File: config.mk
export PLATFORM = sky130hd
export DESIGN_NAME = kce_dist_pipe
export DESIGN_NICKNAME = d
export VERILOG_FILES = /design/src/design/kce_pkg.sv /design/src/design/kce_dist_pipe.sv
export SDC_FILE = /design/constraint.sdc
export NUM_CORES = 1
export LEC_CHECK = 0
export BUFFER_PORTS_ARGS = -buffer_cell sky130_fd_sc_hd__buf_4
export CAP_MARGIN = 20
export CORE_ASPECT_RATIO = 1.25
export CORE_MARGIN = 4
export CORE_UTILIZATION = 60
export CTS_CLUSTER_SIZE = 28
export DETAILED_ROUTE_END_ITERATION = 8
export HOLD_SLACK_MARGIN = 0.1
export PLACE_DENSITY = 0.79
export SYNTH_ARGS = -nofsm -noshare
export SYNTH_HDL_FRONTEND = slang
export SYNTH_SLANG_ARGS = --single-unit
File: constraint.sdc
create_clock -name clock -period 10.6 [get_ports clock]
set_clock_uncertainty 0.1 [all_clocks]
set_input_delay 3.18 -clock clock [delete_from_list [all_inputs] [get_ports clock]]
set_output_delay 3.18 -clock clock [all_outputs]
set_load 0.01 [all_outputs]
File: src/design/kce_pkg.sv
package kce_pkg;

   localparam int COORD_W = 16;
   localparam int CSR_IDX_W = 4;
   localparam int CSR_DATA_W = 13;

   localparam logic [1:0] MODE_LOAD = 2'd0;
   localparam logic [1:0] MODE_RUN = 2'd1;
   localparam logic [1:0] MODE_READ_ASSIGN = 2'd2;
   localparam logic [1:0] MODE_READ_CENTROID = 2'd3;

   localparam logic [CSR_IDX_W-1:0] CSR_POINT_COUNT = 4'd0;
   localparam logic [CSR_IDX_W-1:0] CSR_DIMENSION_COUNT = 4'd1;
   localparam logic [CSR_IDX_W-1:0] CSR_CLUSTER_COUNT = 4'd2;
   localparam logic [CSR_IDX_W-1:0] CSR_ITERATION_LIMIT = 4'd3;

   typedef struct packed {
      logic [1:0] mode;
      logic [11:0] point_index;
      logic [5:0] dim_index;
      logic [6:0] cluster_index;
      logic signed [15:0] coord_value;
   } req_type;

   typedef struct packed {
      logic [6:0] cluster_id;
      logic signed [15:0] centroid_value;
      logic [7:0] iterations;
      logic converged;
   } rsp_type;

   // control that travels with one coordinate through the distance cells
   typedef struct packed {
      logic valid;
      logic first;
      logic last;
   } dist_ctl_type;

endpackage

File: src/design/kce_dist_pipe.sv
module kce_dist_pipe #(
   parameter int TAG_W = 7,
   parameter int DIST_W = 41
) (
   input logic clock,
   input logic reset,
   input kce_pkg::dist_ctl_type in_ctl,
   input logic [TAG_W-1:0] in_tag,
   input logic signed [kce_pkg::COORD_W-1:0] in_a,
   input logic signed [kce_pkg::COORD_W-1:0] in_b,
   output logic out_valid,
   output logic [TAG_W-1:0] out_tag,
   output logic [DIST_W-1:0] out_dist
);
   import kce_pkg::*;

   localparam int DIFF_W = COORD_W + 1;

   // cell 1: difference, cell 2: square, cell 3: running sum
   dist_ctl_type c1_ctl_ff, c2_ctl_ff, c3_ctl_ff;
   logic [TAG_W-1:0] c1_tag_ff, c2_tag_ff, c3_tag_ff;
   logic signed [DIFF_W-1:0] diff_ff;
   logic signed [2*DIFF_W-1:0] sq_ff;
   logic [DIST_W-1:0] acc_ff, acc_in;

   always_comb begin
      if (c2_ctl_ff.first) begin
         acc_in = DIST_W'(sq_ff);
      end else begin
         acc_in = acc_ff + DIST_W'(sq_ff);
      end
   end

   always_ff @(posedge clock) begin
      if (reset) begin
         c1_ctl_ff <= '0;
         c2_ctl_ff <= '0;
         c3_ctl_ff <= '0;
      end else begin
         c1_ctl_ff <= in_ctl;
         c2_ctl_ff <= c1_ctl_ff;
         c3_ctl_ff <= c2_ctl_ff;
      end
      c1_tag_ff <= in_tag;
      c2_tag_ff <= c1_tag_ff;
      c3_tag_ff <= c2_tag_ff;
      diff_ff <= DIFF_W'(in_a) - DIFF_W'(in_b);
      sq_ff <= diff_ff * diff_ff;
      if (c2_ctl_ff.valid) begin
         acc_ff <= acc_in;
      end
   end

   assign out_valid = c3_ctl_ff.valid && c3_ctl_ff.last;
   assign out_tag = c3_tag_ff;
   assign out_dist = acc_ff;

endmodule

* Yosys cells after proc, flatten, opt, wreduce, memory -nomap -nowiden
Cells that the tools add are included.
Cells by class: muxes and demuxes 1, add/subtract/negate cells 2, multipliers 1, reductions and logical operators 1
Operator list (count):
- adder 41 bit | 1
- two-way mux 41 bit | 1
- multiplier 17 x 17 -> 34 bit | 1
- subtractor 16 x 16 -> 17 bit | 1
- logical AND 1 bit | 1
Storage, ports and cells: input bits 44, flip-flop bits (word level) 121

* Depth between registers and ports, before layout
depth in word-level cells 2, mapped depth 27

* Worst setup path after synthesis
Ideal clock, no wire load.
path kind flip-flop to flip-flop, from register diff_ff[16], to register sq_ff[32], arrival time 6256 ps, clock period less this slack 6438 ps, path buffers 2, cell stages (with the launch flop) 21, required time 10418 ps, path slack 4162 ps, path through dfxtp_1 -> clkbuf_1 -> clkbuf_1 -> and2_1 -> fa_1 -> fa_1 -> fa_1 -> fa_1 -> fa_1 -> inv_1 -> fa_1 -> inv_1 -> ha_1 -> a21o_1 -> o21bai_1 -> a21o_1 -> a221o_1 -> o2111ai_2 -> a21oi_2 -> or4_1 -> o2111ai_1
Between the ends: word-level cells in the longest chain between the ends 1
RTL lines:
- start: declaration | line kce_dist_pipe.sv:22 | logic signed [DIFF_W-1:0] diff_ff;
- start signal: assignment | line kce_dist_pipe.sv:47 | diff_ff <= DIFF_W'(in_a) - DIFF_W'(in_b);
- multiplier 17 x 17 -> 34 bit | line kce_dist_pipe.sv:48 | sq_ff <= diff_ff * diff_ff;
- end signal: assignment | line kce_dist_pipe.sv:48
- end: declaration | line kce_dist_pipe.sv:23 | logic signed [2*DIFF_W-1:0] sq_ff;
No other way between the ends. A chain may end at the register's enable or synchronous reset.

* Worst setup path after layout
from register diff_ff[7], to register sq_ff[33]
The elaborated chain is that of the path after synthesis.

==> impl_metrics.prom <==
# TYPE chip_impl_metric gauge
chip_impl_metric{name="drt-wirelength-per-cell",unit="um"} 16.1
chip_impl_metric{name="gp_routability_congestion",unit=""} 0.949
chip_impl_info{name="synth-main-ff-cell",value="dfxtp_1"} 1
chip_impl_metric{name="cts_resized",unit=""} 0
chip_impl_metric{name="post_synth_xor_area_fraction",unit="%"} 4.64
chip_impl_metric{name="fmax",unit="GHz"} 0.141
chip_impl_metric{name="postSynthRegisterBits",unit=""} 120
chip_impl_metric{name="critPathBufInv",unit=""} 5
chip_impl_metric{name="cts_buffers",unit=""} 17
chip_impl_metric{name="multi_input_comb_area",unit="mm^2"} 0.0116
chip_impl_info{name="worst_path_cell_trace",value="nand2_1 > fa_1 > inv_1 > fa_1 > inv_1 > fa_1 > fa_1 > inv_1 > fa_1 > inv_1 > fa_1 > inv_1 > ha_1 > and3_1 > nand3_1 > nor3_1 > nor3_1 > nor4_1 > nor3_1 > nor4b_2 > a41oi_1 > xnor2_1"} 1
chip_impl_metric{name="layout-drive-gt1-share",unit="%"} 8.64
chip_impl_metric{name="setup-tns-final",unit="ns"} 0
chip_impl_metric{name="reg2reg_depth",unit=""} 22
chip_impl_metric{name="yosys.area_share.simple",unit="%"} 11.8
chip_impl_metric{name="cts_max_path_buffers",unit=""} 2
chip_impl_metric{name="layout.filler_cells",unit=""} 2048
chip_impl_metric{name="post-cts-setup-buffer-count",unit=""} 0
chip_impl_metric{name="clock_sink_count",unit=""} 120
chip_impl_metric{name="gr-usage-all-layers",unit="%"} 24.4
chip_impl_info{name="synth_area_leader_cell",value="fa_1"} 1
chip_impl_metric{name="antennaDiodeCount",unit=""} 0
chip_impl_info{name="startpoint_type_of_the_worst_setup_path",value="register"} 1
chip_impl_metric{name="floorplan.die.height",unit="um"} 191
chip_impl_metric{name="cts_hold_buffers",unit=""} 0
chip_impl_metric{name="arrival",unit="ns"} 7.32
chip_impl_metric{name="dieArea",unit="mm^2"} 0.0294
chip_impl_metric{name="slew_viol_final",unit=""} 0
chip_impl_metric{name="critical_path.max_stage_delay",unit="ns"} 0.88
chip_impl_metric{name="grt_first_pass_wirelength",unit="um"} 58200
chip_impl_metric{name="synth_fa_ha_area_share",unit="%"} 45.0
chip_impl_metric{name="h-tree-depth",unit=""} 4
chip_impl_metric{name="route.final.wire_length",unit="um"} 34300
chip_impl_metric{name="avgViaCountPerCell",unit=""} 5.41
chip_impl_metric{name="timing.final.crit_share",unit="%"} 67.1
chip_impl_metric{name="grt_pass1_vias",unit=""} 12300
chip_impl_metric{name="r2r_slack",unit="ns"} 3.48
chip_impl_metric{name="synth_cells",unit=""} 1708
chip_impl_metric{name="placementRows",unit=""} 66
chip_impl_metric{name="clk_transition_reported_paths",unit="ns"} 0.06
chip_impl_metric{name="ios",unit=""} 93
chip_impl_info{name="outcome",value="finished, final reports clean"} 1
chip_impl_metric{name="hold_viol_final",unit=""} 0
chip_impl_metric{name="fp.coreArea",unit="mm^2"} 0.0262
chip_impl_metric{name="transition_time_at_the_pin_with_the_least_slew_margin",unit="ns"} 1.05
chip_impl_metric{name="synth.lib_cells_used.distinct",unit=""} 72
chip_impl_metric{name="synth.top_cell.area_share",unit="%"} 33.2
chip_impl_metric{name="remaining_global_route_overflow",unit=""} 0
chip_impl_metric{name="finalNetCount",unit=""} 2243
chip_impl_metric{name="worst-endpoint-required",unit="ns"} 10.80
chip_impl_metric{name="firstDrtPassIters",unit=""} 5
chip_impl_metric{name="async_flop_share",unit="%"} 0
chip_impl_metric{name="critical_path_peak_fanout",unit=""} 18
chip_impl_info{name="timing.setup.critical_path_class",value="reg2reg"} 1
chip_impl_info{name="cpLargestDelayFamily",value="adder cells"} 1
chip_impl_metric{name="compound_gate_portion_of_the_synthesized_area",unit="%"} 10.4
chip_impl_metric{name="postSynthNetCount",unit=""} 2169
chip_impl_info{name="synth_top_cells_by_area",value="fa_1 (33%), ha_1 (12%), dfxtp_1 (9.9%), inv_1 (9.5%), edfxtp_1 (7.7%)"} 1
chip_impl_metric{name="synth_seq_area_share",unit="%"} 17.5
chip_impl_metric{name="fin_crit",unit="ns"} 7.12
chip_impl_info{name="cpMaxStageDelayCell",value="dfxtp_1"} 1
chip_impl_metric{name="worstHoldPathCells",unit=""} 0
chip_impl_info{name="synth.top_cells.by_count",value="inv_1 (404), fa_1 (266), ha_1 (151), nand2_1 (141), dfxtp_1 (79)"} 1
chip_impl_metric{name="initial_antenna_violation_count",unit=""} 0
chip_impl_metric{name="routed-via-count",unit=""} 11600
chip_impl_metric{name="synth_enable_flop_cells",unit=""} 41
chip_impl_metric{name="post_synth_instance_area",unit="mm^2"} 0.0160
chip_impl_info{name="setup_repair_after_global_routing_missed_its_margin",value="no"} 1
chip_impl_metric{name="area_delta_synth_final",unit="%"} 9.81
chip_impl_metric{name="max-cap-violations",unit=""} 0
chip_impl_metric{name="detailedRoute.firstIterationViolations",unit=""} 645
chip_impl_metric{name="drc",unit=""} 0
chip_impl_metric{name="start_util",unit="%"} 61.3
chip_impl_info{name="critPathMostFrequentCell",value="fa_1"} 1
chip_impl_metric{name="worst_slew_margin_rel",unit="%"} 29.7
chip_impl_metric{name="setup_violations",unit=""} 0
chip_impl_metric{name="port_buffers",unit=""} 92
chip_impl_info{name="synthMostInstantiatedCell",value="inv_1"} 1
chip_impl_metric{name="synth_mux_area_share",unit="%"} 0.195
chip_impl_info{name="ctsRootBufferMaster",value="clkbuf_16"} 1
chip_impl_metric{name="synth_area_per_cell",unit="um^2"} 9.39
chip_impl_info{name="worstHoldPathType",value="reg2reg"} 1
chip_impl_info{name="endpoint_kind",value="register"} 1
chip_impl_metric{name="worstSetupPathDepth",unit=""} 22
chip_impl_metric{name="sequential_cell_area",unit="mm^2"} 0.00282
chip_impl_metric{name="ys_warn_count",unit=""} 0
chip_impl_metric{name="floorplan.die.width",unit="um"} 154
chip_impl_metric{name="insertion_delay",unit="ns"} 0.44
chip_impl_metric{name="grt_max_degree",unit=""} 83
chip_impl_info{name="dominant_combinational_cell_family_by_area_after_synthesis",value="adder cells"} 1
chip_impl_info{name="tritoncts_clock_tree",value="done"} 1
chip_impl_metric{name="detailed_place_hpwl",unit="um"} 28000
chip_impl_metric{name="ant_nets",unit=""} 0
## cells by family after synthesis
group | Yosys count
simple gates | 389
xor+xnor | 85
buf+inv | 444
compound gates | 250
fa+ha+maj | 417
flops | 120
mux | 3
## layer usage
metal | wire [um] | vias up | GRT usage (%)
li1 | - | 5520 | -
met1 | 14000 | 5634 | 29.6
met2 | 17800 | 343 | 45.1
met3 | 1790 | 55 | 3.70
met4 | 741 | 0 | 7.00
met5 | 0 | - | 0
## area by class of cell
| cell class | count | area share (%) |
|---|---|---|
| Clock buffer | 18 | 2.56 |
| Clock inverter | 14 | 0.703 |
| Inverter | 405 | 8.63 |
| Multi-Input combinational cell | 1144 | 65.6 |
| Sequential cell | 120 | 16.0 |
| Tap cell | 340 | 2.41 |
| Timing Repair Buffer | 94 | 4.12 |
## worst paths after layout
path / startpoint / end
setup / recovery: diff_ff[7] / sq_ff[33]
hold / removal: c1_tag_ff[0] / c2_tag_ff[0]
setup reg to reg: diff_ff[7] / sq_ff[33]
hold reg to reg: c1_tag_ff[0] / c2_tag_ff[0]
## cells in the final DEF (no fill, tap or decap), types with 6 or more instances in the layout
| master | instances |
|---|---|
| inv_6 | 8 |
| o21bai_1 | 10 |
| ha_1 | 151 |
| and3_1 | 9 |
| edfxtp_1 | 41 |
| xnor2_1 | 63 |
| buf_4 | 93 |
| inv_1 | 404 |
| nand2b_1 | 8 |
| and2_1 | 47 |
| a21o_1 | 29 |
| xor2_1 | 22 |
| o21a_1 | 9 |
| a31oi_1 | 6 |
| nor3b_1 | 7 |
| dfxtp_1 | 77 |
| nor3_1 | 20 |
| nand3_1 | 25 |
| or3_1 | 7 |
| a31o_2 | 7 |
| o31ai_1 | 7 |
| nor2b_1 | 30 |
| clkbuf_16 | 18 |
| nor2_1 | 68 |
| o211ai_1 | 11 |
| a21boi_0 | 7 |
| o21ai_0 | 57 |
| a211oi_1 | 8 |
| fa_1 | 266 |
| nand2_1 | 141 |
| a21oi_1 | 62 |
## registers in the layout (all words and copies together) (netlist names)
name / flops
c1_ctl_ff: 3
c1_tag_ff: 7
c2_ctl_ff: 3
c2_tag_ff: 7
c3_ctl_ff: 2
diff_ff: 17
out_dist: 41
out_tag: 7
sq_ff: 33
## through the flow
| stage | instances | worst slack, ns | utilization (%) | hold slack [ns] | instance area [um^2] |
|---|---|---|---|---|---|
| after detailed placement | 2102 | 3.60 | 65.0 | 0.212 | 17000 |
| after CTS | 2134 | 3.53 | 67.2 | 0.230 | 17600 |
| after floorplan | 1708 | 4.16 | - | 0.210 | 16000 |
| final | 2135 | 3.48 | 67.3 | 0.228 | 17600 |
| after global placement | 2102 | 3.71 | 65.0 | 0.210 | 17000 |
| after global routing | 2135 | 3.13 | 67.3 | 0.233 | 17600 |
Power is not shown: default switching activity piles up to over one toggle a cycle in this logic, so the estimate is an artifact.
