[src/design/kce_pkg.sv]
package kce_pkg;

   localparam int COORD_W = 16;
   localparam int CSR_IDX_W = 4;
   localparam int CSR_DATA_W = 13;

   localparam logic [1:0] MODE_LOAD = 2'd0;
   localparam logic [1:0] MODE_RUN = 2'd1;
   localparam logic [1:0] MODE_READ_ASSIGN = 2'd2;
   localparam logic [1:0] MODE_READ_CENTROID = 2'd3;

   localparam logic [CSR_IDX_W-1:0] CSR_POINT_COUNT = 4'd0;
   localparam logic [CSR_IDX_W-1:0] CSR_DIMENSION_COUNT = 4'd1;
   localparam logic [CSR_IDX_W-1:0] CSR_CLUSTER_COUNT = 4'd2;
   localparam logic [CSR_IDX_W-1:0] CSR_ITERATION_LIMIT = 4'd3;

   typedef struct packed {
      logic [1:0] mode;
      logic [11:0] point_index;
      logic [5:0] dim_index;
      logic [6:0] cluster_index;
      logic signed [15:0] coord_value;
   } req_type;

   typedef struct packed {
      logic [6:0] cluster_id;
      logic signed [15:0] centroid_value;
      logic [7:0] iterations;
      logic converged;
   } rsp_type;

   // control that travels with one coordinate through the distance cells
   typedef struct packed {
      logic valid;
      logic first;
      logic last;
   } dist_ctl_type;

endpackage

[src/design/kce_divider.sv]
module kce_divider #(
   parameter int NUM_W = 29,
   parameter int DEN_W = 13
) (
   input logic clock,
   input logic reset,
   input logic start,
   input logic signed [NUM_W-1:0] num,
   input logic [DEN_W-1:0] den,
   output logic done,
   output logic signed [NUM_W-1:0] quo
);
   import kce_pkg::*;

   localparam int CNT_W = $clog2(NUM_W + 1);

   logic act_ff, done_ff, neg_ff;
   logic [CNT_W-1:0] cnt_ff;
   logic [DEN_W-1:0] rem_ff, den_ff;
   logic [NUM_W-1:0] q_ff;
   logic [DEN_W:0] sh;
   logic ge;

   // restoring division on magnitudes, one quotient bit a cycle
   assign sh = {rem_ff, q_ff[NUM_W-1]};
   assign ge = sh >= {1'b0, den_ff};

   always_ff @(posedge clock) begin
      if (reset) begin
         act_ff <= 1'b0;
         done_ff <= 1'b0;
      end else begin
         done_ff <= 1'b0;
         if (start) begin
            act_ff <= 1'b1;
         end else if (act_ff && cnt_ff == CNT_W'(1)) begin
            act_ff <= 1'b0;
            done_ff <= 1'b1;
         end
      end
      if (start) begin
         neg_ff <= num[NUM_W-1];
         q_ff <= num[NUM_W-1] ? NUM_W'(-num) : NUM_W'(num);
         rem_ff <= '0;
         den_ff <= den;
         cnt_ff <= CNT_W'(NUM_W);
      end else if (act_ff) begin
         rem_ff <= ge ? DEN_W'(sh - {1'b0, den_ff}) : DEN_W'(sh);
         q_ff <= {q_ff[NUM_W-2:0], ge};
         cnt_ff <= cnt_ff - CNT_W'(1);
      end
   end

   assign done = done_ff;
   assign quo = neg_ff ? -$signed(q_ff) : $signed(q_ff);

endmodule

[config.mk]
export PLATFORM = sky130hd
export DESIGN_NAME = kce_divider
export DESIGN_NICKNAME = d
export VERILOG_FILES = /design/src/design/kce_pkg.sv /design/src/design/kce_divider.sv
export SDC_FILE = /design/constraint.sdc
export NUM_CORES = 1
export LEC_CHECK = 0
export BUFFER_PORTS_ARGS = -buffer_cell sky130_fd_sc_hd__buf_4
export CAP_MARGIN = 30
export CORE_MARGIN = 2
export CORE_UTILIZATION = 25
export CTS_CLUSTER_SIZE = 20
export DETAILED_ROUTE_END_ITERATION = 10
export PLACE_DENSITY = 0.47
export SLEW_MARGIN = 20
export SYNTH_ARGS = -nofsm -noshare
export SYNTH_HDL_FRONTEND = slang
export SYNTH_SLANG_ARGS = --single-unit
[constraint.sdc]
create_clock -name clock -period 3.8 [get_ports clock]
set_input_delay 0.19 -clock clock [delete_from_list [all_inputs] [get_ports clock]]
set_output_delay 0.19 -clock clock [all_outputs]
set_load 0.01 [all_outputs]
## Word level (Yosys, flattened, before mapping)

Cells that the tools add are included.

- Add/sub/neg operators: 4
- $lt $le $gt $ge: 1
- Equality and inequality tests: 1
- Multiplexer cells: 8
- Reduce and logical (&&, ||, !) cells: 4

Operator list:

| cell | count |
|---|---|
| $mux 29 | 4 |
| $neg 29->29 | 2 |
| $ge 14x13->1 | 1 |
| $mux 13 | 1 |
| $sub 13x13->13 | 1 |
| $eq 5x1->1 const B | 1 |
| $sub 5x1->5 const B | 1 |
| $reduce_bool 2->1 | 2 |
| $mux 1 | 3 |
| $reduce_or 2->1 | 1 |
| $logic_and 1x1->1 | 1 |

- Flip-flop bits (word level): 63
- Input port bits: 45
- Output and inout port bits: 30
- Logic and storage cells: 25

## Logic depth before layout (Yosys ltp)

Gate-level depths: netlist (run 1).

- Word-level depth: 4
- Mapped depth: 11
- Gate-level depth less buffers: 10

## Least setup slack after synthesis (run 1)

No wires, ideal clock.

- Path type: reg-to-output
- Start: register q_ff[15]
- End: output quo[26]
- Arrival: 2.515 ns
- Setup slack: 1.095 ns
- Cell stages (with the launch flop): 7
- Path buffers: 0
- Path through: edfxtp_1 or4_4 or3_4 or3_4 or4_4 o31ai_4 xnor2_1

- Cells in the longest elaborated chain, start to end: 2

Ends and longest elaborated chain:

| item | line | source |
|---|---|---|
| start, declared | kce_divider.sv:20 | `logic [NUM_W-1:0] q_ff;` |
| start signal, assigned | kce_divider.sv:43 | `q_ff <= num[NUM_W-1] ? NUM_W'(-num) : NUM_W'(num);` |
| start signal, assigned | kce_divider.sv:49 | `q_ff <= {q_ff[NUM_W-2:0], ge};` |
| $neg 29->29 | kce_divider.sv:55 | `assign quo = neg_ff ? -$signed(q_ff) : $signed(q_ff);` |
| $mux 29 | kce_divider.sv:55 |  |
| end, declared | kce_divider.sv:11 | `output logic signed [NUM_W-1:0] quo` |

Every way passes these cells.

## Worst setup path after layout (run 1)

- Start: register q_ff[15]
- End: output quo[28]

Same word-level chain as after synthesis.

==> flow_summary.yaml, run 1 <==
finish:
  design_area_mm2: 0.00543
  multi_input_area_mm2: 0.00242
  final_cells: 776
  fill_cells: 1782
  seq_area_mm2: 0.00169
  drive_gt1_frac: 0.189
  areaGrowthSynthToFinish_pct: 26.3
  insertedDiodeCount: 0
  nets: 614
global_routing:
  grt_pass1_wl_mm: 17.8
  grt_antenna_before_repair: 0
  grt_max_degree: 87
  grt_usage: 0.124
  grt_pass1_vias: 3509
  overflow: 0
routing:
  routedLengthMet1_mm: 5.23
  dr.max_layer_used: "met4"
  routedWlPerCell_um: 14.2
  route.met2.wl_mm: 5.27
  dr.pass1.iters: 5
  first_iter_violations: 177
  drc: 0
  dr_total_vias: 3697
  drtAntennaViolNets: 0
  wl_met3_um: 457
  finalWirelength_mm: 11.0
  viasPerCell: 4.76
logic_synthesis:
  syn_inst: 485
  synthArstFlopShare: 0
  yosysTopAreaCellShare: 0.300
  ys_ff_latch: 63
  synth.yosys.seq_area_share: 0.393
  yosysMostFrequentCell: "nand2_1"
  netlist-cell-type-count: 47
  synthesis.nets: 548
  yosysTopAreaCell: "edfxtp_1"
  synth_edf_count: 43
  synth_area_mm2: 0.00430
  ys_top_cells_by_count: "55 x nand2_1, 48 x nor2_1, 43 x edfxtp_1, 37 x a21oi_1, 34 x xor2_1"
  syn-mean-instance-area_um2: 8.87
  yosys-top-cells-area: "edfxtp_1 30%, dfxtp_1 9.3%, xor2_1 6.9%, xnor2_1 6.3%, ha_1 4.9%"
  ys.flop_type: "edfxtp_1"
  ys_warn_count: 0
floorplanning:
  die_x_um: 135
  io_pins: 75
  start_util: 0.257
  die_h_um: 135
  fp.dieArea_mm2: 0.0183
  core_area_mm2: 0.0167
  rows: 47
clock_tree:
  holdBufCountCts: 0
  clock_latency_ns: 0.34
  path_clk_slew_ns: 0.06
  cts_max_level: 3
  cts_root_buf: "clkbuf_16"
  cts.repair.resized: 0
  clockBufferDepth: 2
  cts_tree: "done"
  cts-buffers-inserted: 9
  cts_setup_buffers: 0
  cts_sinks: 63
hold_path:
  hold_path.class: "in2reg"
  min_from: "reset"
power_and_ir_drop:
  switching_share: 0.290
  seq_power_share: 0.359
  switchingPower_w: 0.000708
  power_frac_comb: 0.248
  max-vdd-ir-drop_v: 0.000250
  leakage_nw: 2.12
  internal-power_w: 0.00173
  clkPwrFrac: 0.393
  power.density_mw_per_mm2: 449
timing:
  timing.final.crit_share: 0.912
  fmax_ghz: 0.289
  setup_viol: 0
  period_needed_ns: 3.47
  finalClockSkew_ns: 0.00508
  fin_tns_setup_ns: 0
  grt_setup_unrepaired: "no"
  worstMarginPinSlew_ns: 0.908
  relSlewSlack: 0.395
  final_hold_viol_count: 0
  finalMaxSlewViolations: 0
setup_path:
  crit_path_max_fanout: 4
  crit_required_ns: 3.61
  crit_type: "reg2out"
  worstSetupEndpointType: "primary output"
  crit_path_start: "q_ff[15]"
  cp_data_arrival_time_ns: 3.28
  start_kind: "register"
  timing.rr.start: "q_ff[28]"
placed_design:
  io_buffers: 74
  place_area_mm2: 0.00508
  gp_congestion: 0.793
  dp_hpwl_mm: 8.16
  placed_cells: 760
job:
  maxCapViolCount: 0
status:
  run_status: "finished clean"
-- metrics by stage --
stage                     setup WS, ns  utilization  total power [W]  hold slack (ns)
after floorplan                   1.10            -          0.00126            0.263
after global placement           0.645        0.304          0.00149            0.358
after detailed placement         0.729        0.304          0.00150            0.366
after CTS                        0.360        0.325          0.00247          0.00994
after global routing             0.293        0.325          0.00257          0.00520
final                            0.335        0.325          0.00244           0.0186
-- cell families (layout without fill, tap and decap cells) --
| group | after synthesis | count (layout) | synth area share |
|---|---|---|---|
| compound gates | 115 | 115 | 0.174 |
| flops | 63 | 63 | 0.393 |
| xor+xnor | 65 | 65 | 0.132 |
| fa+ha+maj | 18 | 18 | 0.0541 |
| mux | 3 | 3 | 0.00698 |
| simple gates | 171 | 171 | 0.195 |
| buf+inv | 50 | 121 | 0.0445 |
-- routing by layer --
metal / vias up / GRT usage
met4: 0 / 0.0347
met3: 6 / 0.0329
met5: - / 0
li1: 1877 / -
met2: 68 / 0.199
met1: 1746 / 0.165
-- power groups by stage --
stage / registers (W) / logic, W / clock network, W
2_1_floorplan: 0.000872 / 0.000386 / 0
3_3_place_gp: 0.000888 / 0.000604 / 0
3_5_place_dp: 0.000890 / 0.000608 / 0
4_1_cts: 0.000876 / 0.000613 / 0.000979
5_1_grt: 0.000887 / 0.000679 / 0.00101
6_report: 0.000876 / 0.000605 / 0.000958
-- registers in the layout, indices dropped and copies added (netlist names) --
signal / flops
rem_ff: 13
den_ff: 13
cnt_ff: 5
act_ff: 1
q_ff: 29
done: 1
neg_ff: 1
-- worst max-delay path, stage by stage (launching register included) --
cell and delay [ns]:
edfxtp_1 0.45, or4_4 0.55, or3_4 0.38, or3_4 0.42, or4_4 0.46, o21ai_1 0.27
xnor2_1 0.21, buf_4 0.18
-- path summary, 6_finish.rpt --
kind                endpoint  slack [ns]  depth (start not counted)
setup / recovery     quo[28]        0.33                          7
hold / removal        act_ff        0.02                          2
setup reg to reg  rem_ff[11]        0.66                         10
hold reg to reg   rem_ff[12]        0.48                          2
-- cell type report --
type,count,area share
Tap cell,220,0.0507
Sequential cell,63,0.312
Inverter,27,0.0187
Clock inverter,7,0.0224
Multi-Input combinational cell,372,0.445
Clock buffer,9,0.0415
Timing Repair Buffer,78,0.110
-- placed cells by master (no fill, tap or decap), types with 3 or more instances in the layout --
cell        n
nor4_1      5
nor3_1      6
nand4_1     5
xor2_1     34
inv_1      27
nor2b_1     4
o211ai_1    6
o31ai_1    14
dfxtp_1    20
buf_4      77
or3_1       9
bufinv_16   3
mux2i_1     3
or4_4       4
o21ai_0    24
a21oi_1    37
nand2_1    55
edfxtp_1   43
xnor2_1    31
a311oi_1    9
a211oi_1    3
a31oi_1     4
nand2b_1    9
clkinv_4    3
clkbuf_16   9
or4_1       4
nor2_1     48
nand3_1    10
o41ai_1     6
ha_1       17
Power figures use the tool's default switching activity.
==> run 2, diff against run 1 <==
--- a/config.mk
+++ b/config.mk
@@ -8,11 +8,11 @@
 export BUFFER_PORTS_ARGS = -buffer_cell sky130_fd_sc_hd__buf_4
 export CAP_MARGIN = 30
 export CORE_MARGIN = 2
-export CORE_UTILIZATION = 25
+export CORE_UTILIZATION = 53
 export CTS_CLUSTER_SIZE = 20
 export DETAILED_ROUTE_END_ITERATION = 10
-export PLACE_DENSITY = 0.47
-export SLEW_MARGIN = 20
+export PLACE_DENSITY = 0.81
+export SLEW_MARGIN = 30
 export SYNTH_ARGS = -nofsm -noshare
 export SYNTH_HDL_FRONTEND = slang
 export SYNTH_SLANG_ARGS = --single-unit
==> run 2 against run 1 <==
Clock power shrank 42%. Utilization up 33 points. Sequential power up 0.5%. Worst setup slack better by 0.11 ns. Worst hold slack got worse by 0.0039 ns.
==> flow_summary.yaml, run 2 (synthesis gave the netlist of run 1 again) <==
timing:
  finalMaxSlewViolations: 0
  setup_viol: 0
  relSlewSlack: 0.436
  fin_ws_ns: 0.446
  timing.final.crit_share: 0.883
  finalClockSkew_ns: 0.00740
  fmax_ghz: 0.298
  fin_tns_setup_ns: 0
  period_needed_ns: 3.35
  grt_setup_unrepaired: "no"
  worstMarginPinSlew_ns: 0.846
  final_hold_viol_count: 0
power_and_ir_drop:
  power_w: 0.00203
  max-vdd-ir-drop_v: 0.000367
  power.density_mw_per_mm2: 396
  leakage_nw: 2.05
routing:
  drc: 0
  drtAntennaViolNets: 0
  dr_total_vias: 3779
  finalWirelength_mm: 9.69
  routedWlPerCell_um: 14.7
  dr.pass1.iters: 4
  viasPerCell: 5.73
  first_iter_violations: 230
global_routing:
  grt_max_degree: 87
  grt_pass1_vias: 3437
  grt_usage: 0.226
  grt_pass1_wl_mm: 15.8
  overflow: 0
  grt_antenna_before_repair: 0
finish:
  insertedDiodeCount: 0
  areaGrowthSynthToFinish_pct: 19.1
  largest_reg_flops: 29
  final_cell_mix: "78 x buf_4, 55 x nand2_1, 48 x nor2_1"
  final_common_cell: "buf_4"
  design_area_mm2: 0.00512
  largest-register: "q_ff"
  reg.largest.list: "q_ff (29), den_ff (13), rem_ff (13)"
  nets: 615
  drive_gt1_frac: 0.187
floorplanning:
  io_pins: 75
  rows: 32
  die_x_um: 94.1
  core_area_mm2: 0.00781
  die_h_um: 94.1
  start_util: 0.551
  fp.dieArea_mm2: 0.00885
hold_path:
  hold-path-cell-count: 1
  hold_path.class: "in2reg"
  min_from: "den[10]"
  min_to: "den_ff[10]"
placed_design:
  place_area_mm2: 0.00492
  io_buffers: 74
  dp_hpwl_mm: 7.15
  gp_congestion: 0.863
  dp_worst_setup_slack_ns: 0.793
setup_path:
  rr_endpoint: "rem_ff[6]"
  start_kind: "register"
  crit_type: "reg2out"
  worstSetupEndpointType: "primary output"
  timing.rr.start: "q_ff[28]"
  crit_path_max_fanout: 5
  cp_data_arrival_time_ns: 3.16
  regToRegSetupSlack_ns: 0.75
  crit_required_ns: 3.61
  reg2reg_depth: 10
clock_tree:
  cts.repair.resized: 0
  cts_setup_buffers: 0
  clock_latency_ns: 0.35
  path_clk_slew_ns: 0.07
  clockBufferDepth: 2
  cts_max_level: 3
  cts_tree: "done"
  cts_sinks: 63
  cts-buffers-inserted: 9
  cts_root_buf: "clkbuf_8"
job:
  maxCapViolCount: 0
status:
  run_status: "finished clean"
run 2: worst max-delay path: stages (launching register included):
cell	delay, ns
edfxtp_1	0.49
or4_4	0.53
or3_4	0.36
or3_4	0.40
or4_4	0.46
o21ai_1	0.22
xnor2_1	0.18
buf_4	0.16
run 2: layer usage:
metal	track usage	vias to the layer above	wire length [um]
li1	-	1887	-
met1	0.297	1753	4310
met2	0.380	126	4620
met3	0.0337	13	606
met4	0.0821	0	152
met5	0	-	0
run 2: per-stage QoR:
stage / utilization / hold slack [ns] / cells
6_report: 0.656 / 0.0147 / 659
5_1_grt: 0.656 / 0.00501 / 659
4_1_cts: 0.656 / 0.00545 / 659
3_5_place_dp: 0.631 / 0.364 / 642
3_3_place_gp: 0.631 / 0.358 / 642
2_1_floorplan: - / 0.263 / 485
run 2: area by class of cell:
type | count | area, um2
Clock buffer | 12 | 166
Clock inverter | 4 | 23.8
Fill cell | 628 | 2680
Inverter | 27 | 101
Multi-Input combinational cell | 372 | 2420
Sequential cell | 63 | 1690
Tap cell | 102 | 128
Timing Repair Buffer | 79 | 596
run 2: how the worst max path moves through the flow:
stage | start | endpoint | slack, ns | cells past startpoint
after floorplan | q_ff[15] | quo[26] | 1.10 | 6
after global placement | q_ff[14] | quo[28] | 0.83 | 7
after detailed placement | q_ff[28] | rem_ff[6] | 0.79 | 10
after CTS | q_ff[14] | quo[28] | 0.45 | 7
after global routing | q_ff[14] | quo[28] | 0.36 | 7
final | q_ff[14] | quo[28] | 0.45 | 7
run 2: where the power goes:
group          switching (W)  leakage, nW  internal [W]
combinational       0.000316         1.36      0.000276
sequential         0.0000682        0.586      0.000811
clock               0.000264        0.103      0.000294
total               0.000648         2.05       0.00138
run 2: timing repair:
action	CTS	global route
setup endpoints to repair	0	0
hold buffers	1	0
hold endpoints to repair	1	0
